$ cat config.mk
export PLATFORM = sky130hd
export DESIGN_NAME = packet_byte_descrambler
export DESIGN_NICKNAME = d
export VERILOG_FILES = /design/src/sv/pkd_pkg.sv /design/src/sv/pkd_descramble.sv /design/src/sv/pkd_parser.sv /design/src/sv/packet_byte_descrambler.sv
export SDC_FILE = /design/constraint.sdc
export NUM_CORES = 1
export LEC_CHECK = 0
export ABC_CLOCK_PERIOD_IN_PS = 10500
export BUFFER_PORTS_ARGS = -buffer_cell sky130_fd_sc_hd__buf_2
export CAP_MARGIN = 0
export CELL_PAD_IN_SITES_DETAIL_PLACEMENT = 1
export CELL_PAD_IN_SITES_GLOBAL_PLACEMENT = 1
export CORE_MARGIN = 4
export CORE_UTILIZATION = 47
export DETAILED_ROUTE_END_ITERATION = 8
export PLACE_DENSITY = 0.8
export SETUP_SLACK_MARGIN = 0.3
export SLEW_MARGIN = 20
export SYNTH_ARGS = -nofsm -noshare
export SYNTH_HDL_FRONTEND = slang
export SYNTH_SLANG_ARGS = --single-unit
$ cat constraint.sdc
create_clock -name i_clk -period 10.5 [get_ports i_clk]
set_clock_uncertainty 0.1 [all_clocks]
set_input_delay 1.575 -clock i_clk [delete_from_list [all_inputs] [get_ports i_clk]]
set_output_delay 1.575 -clock i_clk [all_outputs]
set_load 0.05 [all_outputs]
$ cat src/sv/pkd_pkg.sv
// Shared types, codes and key table for the packet byte descrambler.
package pkd_pkg;

    localparam int KEY_TABLE_PAIRS = 256;

    // Result status codes
    localparam logic [1:0] STATUS_OK       = 2'd0;
    localparam logic [1:0] STATUS_CHECKSUM = 2'd1;
    localparam logic [1:0] STATUS_BAD_SIZE = 2'd2;

    // Configuration register indexes
    localparam logic CFG_MIN_SIZE = 1'b0;
    localparam logic CFG_MAX_SIZE = 1'b1;

    localparam logic [7:0]  MIN_SIZE_RST = 8'd12;
    localparam logic [15:0] MAX_SIZE_RST = 16'd8192;

    // Header positions within a packet
    localparam logic [15:0] POS_SIZE_LO = 16'd0;
    localparam logic [15:0] POS_SIZE_HI = 16'd1;
    localparam logic [15:0] POS_KEY     = 16'd2;
    localparam logic [15:0] POS_CHECK   = 16'd3;

    // Body byte offset from packet start
    localparam logic [7:0] BODY_OFFSET = 8'd4;

    // Body descramble ops, selected by position mod 4
    localparam logic [1:0] OP_SUB_SHL1 = 2'd0;
    localparam logic [1:0] OP_ADD_SHR3 = 2'd1;
    localparam logic [1:0] OP_SUB_SHL2 = 2'd2;
    localparam logic [1:0] OP_ADD_SHR5 = 2'd3;

    typedef struct packed {
        logic [15:0] packet_size;
        logic [1:0]  status;
        logic        last;
        logic [7:0]  out_byte;
    } t_result;

    localparam logic [7:0] KEY_ROM [0:2*KEY_TABLE_PAIRS-1] = '{
        8'h84, 8'h87, 8'h37, 8'hd7, 8'hea, 8'h79, 8'h91, 8'h7d,
        8'h4b, 8'h4b, 8'h85, 8'h7d, 8'h87, 8'h81, 8'h91, 8'h7c,
        8'h0f, 8'h73, 8'h91, 8'h91, 8'h87, 8'h7d, 8'h0d, 8'h7d,
        8'h86, 8'h8f, 8'h73, 8'h0f, 8'he1, 8'hdd, 8'h85, 8'h7d,
        8'h05, 8'h7d, 8'h85, 8'h83, 8'h87, 8'h9c, 8'h85, 8'h33,
        8'h0d, 8'he2, 8'h87, 8'h19, 8'h0f, 8'h79, 8'h85, 8'h86,
        8'h37, 8'h7d, 8'hd7, 8'hdd, 8'he9, 8'h7d, 8'hd7, 8'h7d,
        8'h85, 8'h79, 8'h05, 8'h7d, 8'h0f, 8'he1, 8'h87, 8'h7e,
        8'h23, 8'h87, 8'hf5, 8'h79, 8'h5f, 8'he3, 8'h4b, 8'h83,
        8'ha3, 8'ha2, 8'hae, 8'h0e, 8'h14, 8'h7d, 8'hde, 8'h7e,
        8'h85, 8'h7a, 8'h85, 8'haf, 8'hcd, 8'h7d, 8'h87, 8'ha5,
        8'h87, 8'h7d, 8'he1, 8'h7d, 8'h88, 8'h7d, 8'h15, 8'h91,
        8'h23, 8'h7d, 8'h87, 8'h7c, 8'h0d, 8'h7a, 8'h85, 8'h87,
        8'h17, 8'h7c, 8'h85, 8'h7d, 8'hac, 8'h80, 8'hbb, 8'h79,
        8'h84, 8'h9b, 8'h5b, 8'ha5, 8'hd7, 8'h8f, 8'h05, 8'h0f,
        8'h85, 8'h7e, 8'h85, 8'h80, 8'h85, 8'h98, 8'hf5, 8'h9d,
        8'ha3, 8'h1a, 8'h0d, 8'h19, 8'h87, 8'h7c, 8'h85, 8'h7d,
        8'h84, 8'h7d, 8'h85, 8'h7e, 8'he7, 8'h97, 8'h0d, 8'h0f,
        8'h85, 8'h7b, 8'hea, 8'h7d, 8'had, 8'h80, 8'had, 8'h7d,
        8'hb7, 8'haf, 8'h0d, 8'h7d, 8'he9, 8'h3d, 8'h85, 8'h7d,
        8'h87, 8'hb7, 8'h23, 8'h7d, 8'he7, 8'hb7, 8'ha3, 8'h0c,
        8'h87, 8'h7e, 8'h85, 8'ha5, 8'h7d, 8'h76, 8'h35, 8'hb9,
        8'h0d, 8'h6f, 8'h23, 8'h7d, 8'h87, 8'h9b, 8'h85, 8'h0c,
        8'he1, 8'ha1, 8'h0d, 8'h7f, 8'h87, 8'h7d, 8'h84, 8'h7a,
        8'h84, 8'h7b, 8'he1, 8'h86, 8'he8, 8'h6f, 8'hd1, 8'h79,
        8'h85, 8'h19, 8'h53, 8'h95, 8'hc3, 8'h47, 8'h19, 8'h7d,
        8'he7, 8'h0c, 8'h37, 8'h7c, 8'h23, 8'h7d, 8'h85, 8'h7d,
        8'h4b, 8'h79, 8'h21, 8'ha5, 8'h87, 8'h7d, 8'h19, 8'h7d,
        8'h0d, 8'h7d, 8'h15, 8'h91, 8'h23, 8'h7d, 8'h87, 8'h7c,
        8'h85, 8'h7a, 8'h85, 8'haf, 8'hcd, 8'h7d, 8'h87, 8'h7d,
        8'he9, 8'h3d, 8'h85, 8'h7d, 8'h15, 8'h79, 8'h85, 8'h7d,
        8'hc1, 8'h7b, 8'hea, 8'h7d, 8'hb7, 8'h7d, 8'h85, 8'h7d,
        8'h85, 8'h7d, 8'h0d, 8'h7d, 8'he9, 8'h73, 8'h85, 8'h79,
        8'h05, 8'h7d, 8'hd7, 8'h7d, 8'h85, 8'he1, 8'hb9, 8'he1,
        8'h0f, 8'h65, 8'h85, 8'h86, 8'h2d, 8'h7d, 8'hd7, 8'hdd,
        8'ha3, 8'h8e, 8'he6, 8'h7d, 8'hde, 8'h7e, 8'hae, 8'h0e,
        8'h0f, 8'he1, 8'h89, 8'h7e, 8'h23, 8'h7d, 8'hf5, 8'h79,
        8'h23, 8'he1, 8'h4b, 8'h83, 8'h0c, 8'h0f, 8'h85, 8'h7b,
        8'h85, 8'h7e, 8'h8f, 8'h80, 8'h85, 8'h98, 8'hf5, 8'h7a,
        8'h85, 8'h1a, 8'h0d, 8'he1, 8'h0f, 8'h7c, 8'h89, 8'h0c,
        8'h85, 8'h0b, 8'h23, 8'h69, 8'h87, 8'h7b, 8'h23, 8'h0c,
        8'h1f, 8'hb7, 8'h21, 8'h7a, 8'h88, 8'h7e, 8'h8f, 8'ha5,
        8'h7d, 8'h80, 8'hb7, 8'hb9, 8'h18, 8'hbf, 8'h4b, 8'h19,
        8'h85, 8'ha5, 8'h91, 8'h80, 8'h87, 8'h81, 8'h87, 8'h7c,
        8'h0f, 8'h73, 8'h91, 8'h91, 8'h84, 8'h87, 8'h37, 8'hd7,
        8'h86, 8'h79, 8'he1, 8'hdd, 8'h85, 8'h7a, 8'h73, 8'h9b,
        8'h05, 8'h7d, 8'h0d, 8'h83, 8'h87, 8'h9c, 8'h85, 8'h33,
        8'h87, 8'h7d, 8'h85, 8'h0f, 8'h87, 8'h7d, 8'h0d, 8'h7d,
        8'hf6, 8'h7e, 8'h87, 8'h7d, 8'h88, 8'h19, 8'h89, 8'hf5,
        8'hd1, 8'hdd, 8'h85, 8'h7d, 8'h8b, 8'hc3, 8'hea, 8'h7a,
        8'hd7, 8'hb0, 8'h0d, 8'h7d, 8'h87, 8'ha5, 8'h87, 8'h7c,
        8'h73, 8'h7e, 8'h7d, 8'h86, 8'h87, 8'h23, 8'h85, 8'h10,
        8'hd7, 8'hdf, 8'hed, 8'ha5, 8'he1, 8'h7a, 8'h85, 8'h23,
        8'hea, 8'h7e, 8'h85, 8'h98, 8'had, 8'h79, 8'h86, 8'h7d,
        8'h85, 8'h7d, 8'hd7, 8'h7d, 8'he1, 8'h7a, 8'hf5, 8'h7d,
        8'h85, 8'hb0, 8'h2b, 8'h37, 8'he1, 8'h7a, 8'h87, 8'h79,
        8'h84, 8'h7d, 8'h73, 8'h73, 8'h87, 8'h7d, 8'h23, 8'h7d,
        8'he9, 8'h7d, 8'h85, 8'h7e, 8'h02, 8'h7d, 8'hdd, 8'h2d,
        8'h87, 8'h79, 8'he7, 8'h79, 8'had, 8'h7c, 8'h23, 8'hda,
        8'h87, 8'h0d, 8'h0d, 8'h7b, 8'he7, 8'h79, 8'h9b, 8'h7d,
        8'hd7, 8'h8f, 8'h05, 8'h7d, 8'h0d, 8'h34, 8'h8f, 8'h7d,
        8'had, 8'h87, 8'he9, 8'h7c, 8'h85, 8'h80, 8'h85, 8'h79,
        8'h8a, 8'hc3, 8'he7, 8'ha5, 8'he8, 8'h6b, 8'h0d, 8'h74,
        8'h10, 8'h73, 8'h33, 8'h17, 8'h0d, 8'h37, 8'h21, 8'h19
    };

    // Start position for a key index (even entry of the pair)
    function automatic logic [7:0] key_start_of(input logic [7:0] key_idx);
        return KEY_ROM[{key_idx, 1'b0}];
    endfunction

    // Scramble value of a pair (odd entry of the pair)
    function automatic logic [7:0] key_value_of(input logic [7:0] pair);
        return KEY_ROM[{pair, 1'b1}];
    endfunction

endpackage

$ cat src/sv/pkd_descramble.sv
// Body byte descramble: one key table lookup and one add or subtract.
module pkd_descramble
    import pkd_pkg::*;
(
    input  logic [7:0] i_key_start,
    input  logic [7:0] i_pos,      // low byte of position in packet
    input  logic [7:0] i_byte,
    output logic [7:0] o_byte
);

    logic [7:0] w_pair;
    logic [7:0] w_key;

    assign w_pair = i_key_start + i_pos - BODY_OFFSET;
    assign w_key  = key_value_of(w_pair);

    // Op follows position mod 4
    always_comb begin
        case (i_pos[1:0])
            OP_SUB_SHL1: o_byte = i_byte - {w_key[6:0], 1'b0};
            OP_ADD_SHR3: o_byte = i_byte + {3'b000, w_key[7:3]};
            OP_SUB_SHL2: o_byte = i_byte - {w_key[5:0], 2'b00};
            OP_ADD_SHR5: o_byte = i_byte + {5'b00000, w_key[7:5]};
            default:     o_byte = i_byte;
        endcase
    end

endmodule

$ cat src/sv/pkd_parser.sv
// Packet parser: header tracking, size check, running sums and result build.
module pkd_parser
    import pkd_pkg::*;
(
    input  logic        i_clk,
    input  logic        i_rst_n,
    input  logic        i_fire,      // process i_byte this cycle
    input  logic [7:0]  i_byte,
    input  logic [7:0]  i_min_size,
    input  logic [15:0] i_max_size,
    output t_result     o_result
);

    logic [15:0] r_byte_index, n_byte_index;
    logic [15:0] r_size_value, n_size_value;
    logic [7:0]  r_key_start,  n_key_start;
    logic [7:0]  r_check_byte, n_check_byte;
    logic [7:0]  r_raw_sum,    n_raw_sum;
    logic [7:0]  r_plain_sum,  n_plain_sum;

    logic [7:0]  w_plain;
    logic [15:0] w_size_full;
    logic [16:0] w_next_pos;

    pkd_descramble u_descramble (
        .i_key_start (r_key_start),
        .i_pos       (r_byte_index[7:0]),
        .i_byte      (i_byte),
        .o_byte      (w_plain)
    );

    assign w_size_full = {i_byte, r_size_value[7:0]};
    assign w_next_pos  = {1'b0, r_byte_index} + 17'd1;

    // Next state and result for the byte at hand
    always_comb begin
        n_byte_index = r_byte_index;
        n_size_value = r_size_value;
        n_key_start  = r_key_start;
        n_check_byte = r_check_byte;
        n_raw_sum    = r_raw_sum;
        n_plain_sum  = r_plain_sum;
        o_result.out_byte = i_byte;
        o_result.last     = 1'b0;
        o_result.status   = STATUS_OK;

        if (r_byte_index == POS_SIZE_LO) begin
            n_size_value = {8'h00, i_byte};
            n_raw_sum    = 8'h00;
            n_plain_sum  = 8'h00;
            n_byte_index = POS_SIZE_HI;
        end else if (r_byte_index == POS_SIZE_HI) begin
            n_size_value = w_size_full;
            if (w_size_full < {8'h00, i_min_size} || w_size_full >= i_max_size) begin
                o_result.last   = 1'b1;
                o_result.status = STATUS_BAD_SIZE;
                n_byte_index    = POS_SIZE_LO;
            end else begin
                n_byte_index = POS_KEY;
            end
        end else if (r_byte_index == POS_KEY) begin
            n_key_start  = key_start_of(i_byte);
            n_byte_index = POS_CHECK;
        end else begin
            if (r_byte_index == POS_CHECK) begin
                n_check_byte = i_byte;
            end else begin
                o_result.out_byte = w_plain;
                n_raw_sum   = r_raw_sum + i_byte;
                n_plain_sum = r_plain_sum + w_plain;
            end
            // End of packet: compare sum difference with checksum
            if (w_next_pos >= {1'b0, r_size_value}) begin
                o_result.last = 1'b1;
                if ((n_raw_sum - n_plain_sum) != n_check_byte) begin
                    o_result.status = STATUS_CHECKSUM;
                end
                n_byte_index = POS_SIZE_LO;
            end else begin
                n_byte_index = w_next_pos[15:0];
            end
        end

        o_result.packet_size = (r_byte_index == POS_SIZE_LO) ? 16'h0000 : n_size_value;
    end

    // Packet state
    always_ff @(posedge i_clk) begin
        if (!i_rst_n) begin
            r_byte_index <= '0;
            r_size_value <= '0;
            r_key_start  <= '0;
            r_check_byte <= '0;
            r_raw_sum    <= '0;
            r_plain_sum  <= '0;
        end else if (i_fire) begin
            r_byte_index <= n_byte_index;
            r_size_value <= n_size_value;
            r_key_start  <= n_key_start;
            r_check_byte <= n_check_byte;
            r_raw_sum    <= n_raw_sum;
            r_plain_sum  <= n_plain_sum;
        end
    end

endmodule

$ cat src/sv/packet_byte_descrambler.sv
// Each input byte is captured in the input register, and its result then in the result register.
// Throughput: one byte per cycle; the byte in the input register is processed whenever the
// result register is empty or being taken, so both sides can stream back to back.
// Each byte costs one key table lookup and one 8-bit add or subtract in the path between the two registers.
// Reset (i_rst_n low, synchronous) empties both registers, clears packet state and loads the
// size limits with 12 and 8192.
module packet_byte_descrambler
    import pkd_pkg::*;
(
    input  logic        i_clk,
    input  logic        i_rst_n,
    // Configuration writes
    input  logic        i_cfg_we,
    input  logic        i_cfg_addr,
    input  logic [15:0] i_cfg_wdata,
    // Input stream
    input  logic        s_axis_tvalid,
    output logic        s_axis_tready,
    input  logic [7:0]  s_axis_tdata,   // [7:0] in_byte
    // Result stream
    output logic        m_axis_tvalid,
    input  logic        m_axis_tready,
    output logic [23:0] m_axis_tdata,   // [7:0] out_byte, [23:8] packet_size
    output logic        m_axis_tlast,
    output logic [1:0]  m_axis_tuser    // [1:0] status
);

    logic        r_in_vld;
    logic [7:0]  r_in_byte;
    logic        r_out_vld;
    t_result     r_out;
    logic [7:0]  r_min_size;
    logic [15:0] r_max_size;

    logic        w_proc;
    t_result     w_result;

    assign w_proc        = r_in_vld && (!r_out_vld || m_axis_tready);
    assign s_axis_tready = !r_in_vld || w_proc;

    // Configuration registers
    always_ff @(posedge i_clk) begin
        if (!i_rst_n) begin
            r_min_size <= MIN_SIZE_RST;
            r_max_size <= MAX_SIZE_RST;
        end else if (i_cfg_we) begin
            if (i_cfg_addr == CFG_MIN_SIZE) begin
                r_min_size <= i_cfg_wdata[7:0];
            end else if (i_cfg_addr == CFG_MAX_SIZE) begin
                r_max_size <= i_cfg_wdata;
            end
        end
    end

    // Input register
    always_ff @(posedge i_clk) begin
        if (!i_rst_n) begin
            r_in_vld <= 1'b0;
        end else if (s_axis_tvalid && s_axis_tready) begin
            r_in_vld <= 1'b1;
        end else if (w_proc) begin
            r_in_vld <= 1'b0;
        end
    end

    always_ff @(posedge i_clk) begin
        if (s_axis_tvalid && s_axis_tready) begin
            r_in_byte <= s_axis_tdata;
        end
    end

    pkd_parser u_parser (
        .i_clk      (i_clk),
        .i_rst_n    (i_rst_n),
        .i_fire     (w_proc),
        .i_byte     (r_in_byte),
        .i_min_size (r_min_size),
        .i_max_size (r_max_size),
        .o_result   (w_result)
    );

    // Result register
    always_ff @(posedge i_clk) begin
        if (!i_rst_n) begin
            r_out_vld <= 1'b0;
        end else if (w_proc) begin
            r_out_vld <= 1'b1;
        end else if (m_axis_tready) begin
            r_out_vld <= 1'b0;
        end
    end

    always_ff @(posedge i_clk) begin
        if (w_proc) begin
            r_out <= w_result;
        end
    end

    assign m_axis_tvalid = r_out_vld;
    assign m_axis_tdata  = {r_out.packet_size, r_out.out_byte};
    assign m_axis_tlast  = r_out.last;
    assign m_axis_tuser  = r_out.status;

endmodule

Word-level counts from Yosys, hierarchy flattened. Memories as Yosys holds them, arrays and structs flattened. A register that Yosys moved wholly into a read port is not among the register bits. Cells that the tools add are included.

Add/subtract/negate cells: 10. $lt $le $gt $ge: 4. Eq/ne operators: 9. Mux-type cells: 40. Bitwise logic cells: 6. Reductions and logical operators: 17.

Operator list (count): 8-bit two-way mux (23); 16-bit two-way mux (6); 16-bit by 2-bit == test with 1-bit output (second input constant) (2); 8-bit case mux with 4 select lines (1); 8-bit adder (3); 8-bit subtractor (3); 9-bit NOT with 10-bit output (2); 16-bit by 1-bit adder with 17-bit output (second input constant) (1); 17-bit by 16-bit >= comparator with 1-bit output (1); 16-bit by 1-bit == test with 1-bit output (second input constant) (1); 16-bit >= comparator (1); 16-bit logical NOT (1); 16-bit by 8-bit less-than comparator with 1-bit output (1); 11-bit two-way mux (1); 10-bit >= comparator (second input constant) (1); 3-bit two-way mux (3); 8-bit by 3-bit adder with 8-bit output (1); 8-bit by 5-bit adder with 8-bit output (1); 8-bit != test (1); 4-bit AND reduction (2); 8-bit by 3-bit subtractor with 8-bit output (second input constant) (1); 1-bit two-way mux (5); 2-bit == test (second input constant) (2); 2-bit by 1-bit != test with 1-bit output (second input constant) (2); other kinds (10) (20).

Register bits after elaboration: 117. ROM bits: 8192. Output and inout bits: 29. Logic and storage cells: 102. Memories kept: 2.

Memories: (name not given) (words 512, bits a word 8, rd ports 1, clocked after Yosys merged registers in 1, write ports 0, RTL line pkd_pkg.sv:109) `return KEY_ROM[{key_idx, 1'b0}];`; (name not given) (words 512, bits a word 8, rd ports 1, clocked after Yosys merged registers in 0, write ports 0, RTL line pkd_pkg.sv:114) `return KEY_ROM[{pair, 1'b1}];`.

Longest topological paths before layout.
Depth after elaboration: 20. Depth in mapped cells: 39. Gate-level depth less buffers: 36.

Modules after synthesis. From an unflattened synthesis, not the netlist that was laid out.

Cell total of the unflattened synthesis: 2013. Area total of the unflattened synthesis: 15195.8 um2.

Modules (own cells, without submodules): pkd_parser (times used 1, cells each 1132, area each 8206.6 um2); pkd_descramble (times used 1, cells each 734, area each 4849.7 um2); packet_byte_descrambler (times used 1, cells each 147, area each 2139.6 um2).

Least setup slack after synthesis. OpenSTA, ideal clock, no wires.

Path kind: register -> register. From: register u_parser.r_byte_index[1]. To: register r_out, in the netlist m_axis_tuser[0], data pin. Library setup time: 0.272 ns. Arrival time: 6.989 ns. Slack: 3.140 ns. Stages on the path, launching flop included: 34. Period minus slack after synthesis: 7.360 ns. Path through: dfxtp_1 -> ha_1 -> ha_1 -> inv_1 -> fa_1 -> buf_2 -> buf_2 -> buf_1 -> buf_1 -> clkbuf_1 -> nand2_1 -> a311oi_1 -> o21ai_0 -> a31oi_1 -> mux2i_1 -> ha_1 -> fa_1 -> a21o_1 -> a21oi_1 -> nor2b_1 -> o21ai_0 -> xnor2_1 -> a221oi_1 -> a21oi_1 -> ha_1 -> a21oi_1 -> o21a_1 -> clkbuf_1 -> xor3_1 -> o2111ai_1 -> a211oi_1 -> a311oi_2 -> xnor2_1 -> a211oi_2.

Cells in the longest elaborated chain, start to end: 19. Elaborated cells between the ends (all ways): 40. Those cells by class: add/sub: 9; order compare: 1; eq/ne: 7; mux: 19; bitwise: 1; reduce/logical: 2; memory: 1.

Ends and longest elaborated chain: start: declaration (RTL line pkd_parser.sv:14) `logic [15:0] r_byte_index, n_byte_index;`; start signal: assignment (RTL line pkd_parser.sv:97) `r_byte_index <= n_byte_index;`; 8-bit adder (RTL line pkd_descramble.sv:14) `assign w_pair = i_key_start + i_pos - BODY_OFFSET;`; 8-bit by 3-bit subtractor with 8-bit output (RTL line pkd_descramble.sv:14); 9-bit NOT with 10-bit output (implied by the code) (RTL line pkd_pkg.sv:114); memory read 512 x 8 bit; 8-bit two-way mux (implied by the code) (2 in series) (RTL line pkd_pkg.sv:114); 8-bit by 3-bit adder with 8-bit output, or another cell as far along (RTL line pkd_descramble.sv:23) `OP_ADD_SHR5: o_byte = i_byte + {5'b00000, w_key[7:5]};`; 8-bit case mux with 4 select lines (RTL line pkd_descramble.sv:19) `case (i_pos[1:0])`; 8-bit adder (RTL line pkd_parser.sv:70) `n_plain_sum = r_plain_sum + w_plain;`; (+2 left out); 8-bit two-way mux (RTL line pkd_parser.sv:52) `end else if (r_byte_index == POS_SIZE_HI) begin`; 8-bit two-way mux (RTL line pkd_parser.sv:47) `if (r_byte_index == POS_SIZE_LO) begin`; 8-bit subtractor (RTL line pkd_parser.sv:75) `if ((n_raw_sum - n_plain_sum) != n_check_byte) begin`; 8-bit != test (RTL line pkd_parser.sv:75); 1-bit two-way mux (RTL line pkd_parser.sv:75); 3-bit two-way mux (RTL line pkd_parser.sv:73) `if (w_next_pos >= {1'b0, r_size_value}) begin`; 11-bit two-way mux (RTL line pkd_parser.sv:61) `end else if (r_byte_index == POS_KEY) begin`; 3-bit two-way mux (RTL line pkd_parser.sv:52); end signal: assignment (RTL line packet_byte_descrambler.sv:95) `r_out <= w_result;`; end: declaration (RTL line packet_byte_descrambler.sv:31) `t_result r_out;`.

Parallel ways exist; a longest one is shown, timed or not. The select of a mux whose other input is x is not followed. A chain may end at the register's enable or synchronous reset.

Worst setup path in the final report.
From: register u_parser.r_byte_index[0]. To: register r_out, in the netlist m_axis_tuser[0], data pin.

Same word-level chain as after synthesis.

==> results.toml <==
[timing]
period_share = 0.875
rsz0062_at_grt = "no"
final_hold_viol_count = 0
finalSetupViolations = 0
whs_ps = 361
max_freq_mhz = 109
slew_viol_final = 0
relSlewSlack = 0.163
tightest_slew_ps = 1240
setup_slack_ps = 1310
fin_tns_setup_ps = 0
min_period_ps = 9190

[critical_path]
crit_arrival_ps = 9250
startpoint_type = "register"
path_class = "register to register"
r2r_slack_ps = 1310
crit_slowest_cell = "fa_4"
crit_required_ps = 10560
worstReg2RegStart = "u_parser.r_byte_index[0]$_SDFFE_PN0P_"
slowest_delay_ps = 1320
end_kind = "register"
cp_max_fo = 76
r2r-end = "m_axis_tuser[0]$_SDFFCE_PP0P_"
crit_start = "u_parser.r_byte_index[0]$_SDFFE_PN0P_"
crit_path_end = "m_axis_tuser[0]$_SDFFCE_PP0P_"
r2r_cells = 30

[yosys]
yosys.area.top_type = "dfxtp_1"
async_reset_ff_frac = 0
ys.flop_type = "dfxtp_1"
syn-cell-area_um2 = 14100
ys_top_cells_by_area = "dfxtp_1, ha_1, a21oi_1"
synth_cells = 2001
ys_warn_count = 0
synth_edf_count = 35
ys_types = 92
avgSynthCellArea_um2 = 7.03
ys_seq_area_frac = 0.203
yosysTopAreaCellShare = 0.128
ys_ff_latch = 125
syn_nets = 2152

[power_and_ir_drop]
power_mw = 1.84
ir_drop_v = 0.000128
power_frac_clock = 0.302
power_density_nw_per_um2 = 123
p_leak_nw = 5.78
p_int_mw = 1.10
pwr-share-seq = 0.288
p_switching_mw = 0.740
comb_power_share = 0.410
swShare = 0.402

[routing]
drt_pass1_iterations = 7
num_vias = 16200
drc_errors = 0
wire_per_inst_um = 25.3
ant_nets = 0
totalWireLength_um = 59400
drt_iter0_markers = 1683
vias_per_cell = 6.88

[flow_run]
cap_violations = 0

[floorplan]
die_x_um = 181
core_area_um2 = 29600
start_util = 0.476
die_h_um = 181
io_pins = 59
dieArea_um2 = 32800
fp-row-count = 63

[clock_network]
numCtsBuffers = 17
clk_path_buf_depth = 2
clkTransAtPathRegs_ps = 60
ctsRootBufferMaster = "clkbuf_16"
cts_tree = "done"
clock_latency_ps = 440
cts_hold_buf = 0
cts.sinks = 125
post_cts_buffers = 0
htreeDepth = 4
cts-resized-gates = 0

[global_route]
first_global_vias = 15900
grt_overflow = 0
grt_start_max_net_pins = 85
grt_pass1_wl_um = 92500
antenna_found_initial = 0
grtUsageTotal = 0.348

[place]
io_buffers = 58
place_inst = 2317
dp_slack_ps = 1660
place_area_um2 = 14400
routabilityCongestion = 1.03
dp_hpwl_um = 41200

[cells_and_area]
finish.utilization = 0.506
final_area_um2 = 15000
final_nets = 2097
stdcell_count = 2349
num_antenna_cells = 0
drive_gt1_frac = 0.0852
syn_to_final_growth_pct = 6.41

[hold_path]
hold_path_class = "register to register"

[status]
status = "finished, final reports clean"
==> cell type report <==
class	instances	area (um2)
clock buffer	20	437
inverter	103	387
timing repair buffer	90	531
fill	3843	14600
sequential	125	2850
tap	390	488
clock inverter	12	98.8
multi-input combinational	1609	10200
==> layout by cell type, fill, tap and decap left out, types with 15 or more instances in the layout <==
| cell type | instances |
|---|---|
| nor2b_1 | 21 |
| o311ai_0 | 18 |
| a31oi_1 | 33 |
| a311oi_1 | 22 |
| a221oi_1 | 15 |
| xnor2_1 | 48 |
| nor3_1 | 39 |
| and3_1 | 16 |
| o21ai_0 | 170 |
| edfxtp_1 | 35 |
| ha_1 | 114 |
| o211ai_1 | 40 |
| buf_4 | 32 |
| a21o_1 | 35 |
| nand2b_1 | 16 |
| buf_2 | 58 |
| a21oi_1 | 224 |
| nand2_1 | 273 |
| clkbuf_16 | 17 |
| inv_1 | 97 |
| nor2_1 | 191 |
| dfxtp_1 | 90 |
| nand3_1 | 54 |
| a211oi_1 | 43 |
==> cells in the mapped netlist, drive strengths merged (5+ instances only) <==
cell,n
nand2,275
a21oi,227
nor2,192
o21ai,171
ha,114
clkbuf,112
inv,99
dfxtp,90
nand3,55
buf,52
xnor2,50
a211oi,45
o211ai,40
nor3,39
a21o,36
edfxtp,35
a31oi,33
a311oi,24
o311ai,22
nor2b,21
and3,16
nand2b,16
a221oi,15
o21a,14
o22ai,14
and2,13
or2,11
a22oi,10
mux2i,10
nor4,10
xor2,10
o2111ai,9
a211o,7
fa,7
mux4,7
nand4,7
nor3b,7
o31ai,7
a2111oi,6
o211a,6
o221ai,5
o32ai,5
==> how the worst min path moves through the flow <==
stage / startpoint / to / slack, ps / depth (start not counted)
after global routing: r_max_size[7]$_SDFFE_PN0P_ / r_max_size[7]$_SDFFE_PN0P_ / 380 / 2
after global placement: r_max_size[10]$_SDFFE_PN0P_ / r_max_size[10]$_SDFFE_PN0P_ / 340 / 2
final: r_max_size[7]$_SDFFE_PN0P_ / r_max_size[7]$_SDFFE_PN0P_ / 360 / 2
after CTS: r_min_size[4]$_SDFFE_PN0P_ / r_min_size[4]$_SDFFE_PN0P_ / 360 / 2
after detailed placement: r_min_size[6]$_SDFFE_PN0P_ / r_min_size[6]$_SDFFE_PN0P_ / 350 / 2
after floorplan: r_max_size[10]$_SDFFE_PN0P_ / r_max_size[10]$_SDFFE_PN0P_ / 340 / 2
==> power by group through the flow <==
stage | clock, mW | sequential [mW] | combinational, mW
floorplan | 0 | 0.557 | 0.502
global placement | 0 | 0.538 | 0.701
detailed placement | 0 | 0.539 | 0.723
CTS | 0.559 | 0.529 | 0.735
global route | 0.581 | 0.531 | 0.809
finish | 0.556 | 0.530 | 0.755
==> registers in the layout (all words and copies together) (netlist names) <==
| signal | count |
|---|---|
| r_max_size | 16 |
| u_parser.r_byte_index | 16 |
| m_axis_tdata | 24 |
| u_parser.r_raw_sum | 8 |
| m_axis_tuser | 2 |
| m_axis_tvalid | 1 |
| r_in_byte | 8 |
| u_parser.r_size_value | 16 |
| r_in_vld | 1 |
| r_min_size | 8 |
| m_axis_tlast | 1 |
| u_parser.r_plain_sum | 8 |
| u_parser.r_key_start | 8 |
| u_parser.r_check_byte | 8 |
==> cell families after synthesis <==
kind of cell	synth area share
fa+ha+maj	0.111
buf+inv	0.0762
compound gates	0.334
mux	0.0207
simple gates	0.214
flops	0.203
xor+xnor	0.0409
==> critical path, delay by kind of cell, from the launching register on <==
family,cells,cell delay [ps]
AOI/OAI and AO/OA,16,3700
adders and majority gates,5,2610
buffers and inverters,3,960
xor gates and xnor gates,3,710
DFF,1,460
and+or+nand+nor,3,380
==> per-layer routing <==
| metal | GRT usage | vias up | share of wire |
|---|---|---|---|
| met1 | 0.468 | 7949 | 0.42 |
| met4 | 0.130 | 0 | 0.039 |
| met3 | 0.0729 | 191 | 0.091 |
| met5 | 0 | - | 0 |
| met2 | 0.553 | 849 | 0.45 |
| li1 | - | 7161 | - |
Power figures use the tool's default switching activity.
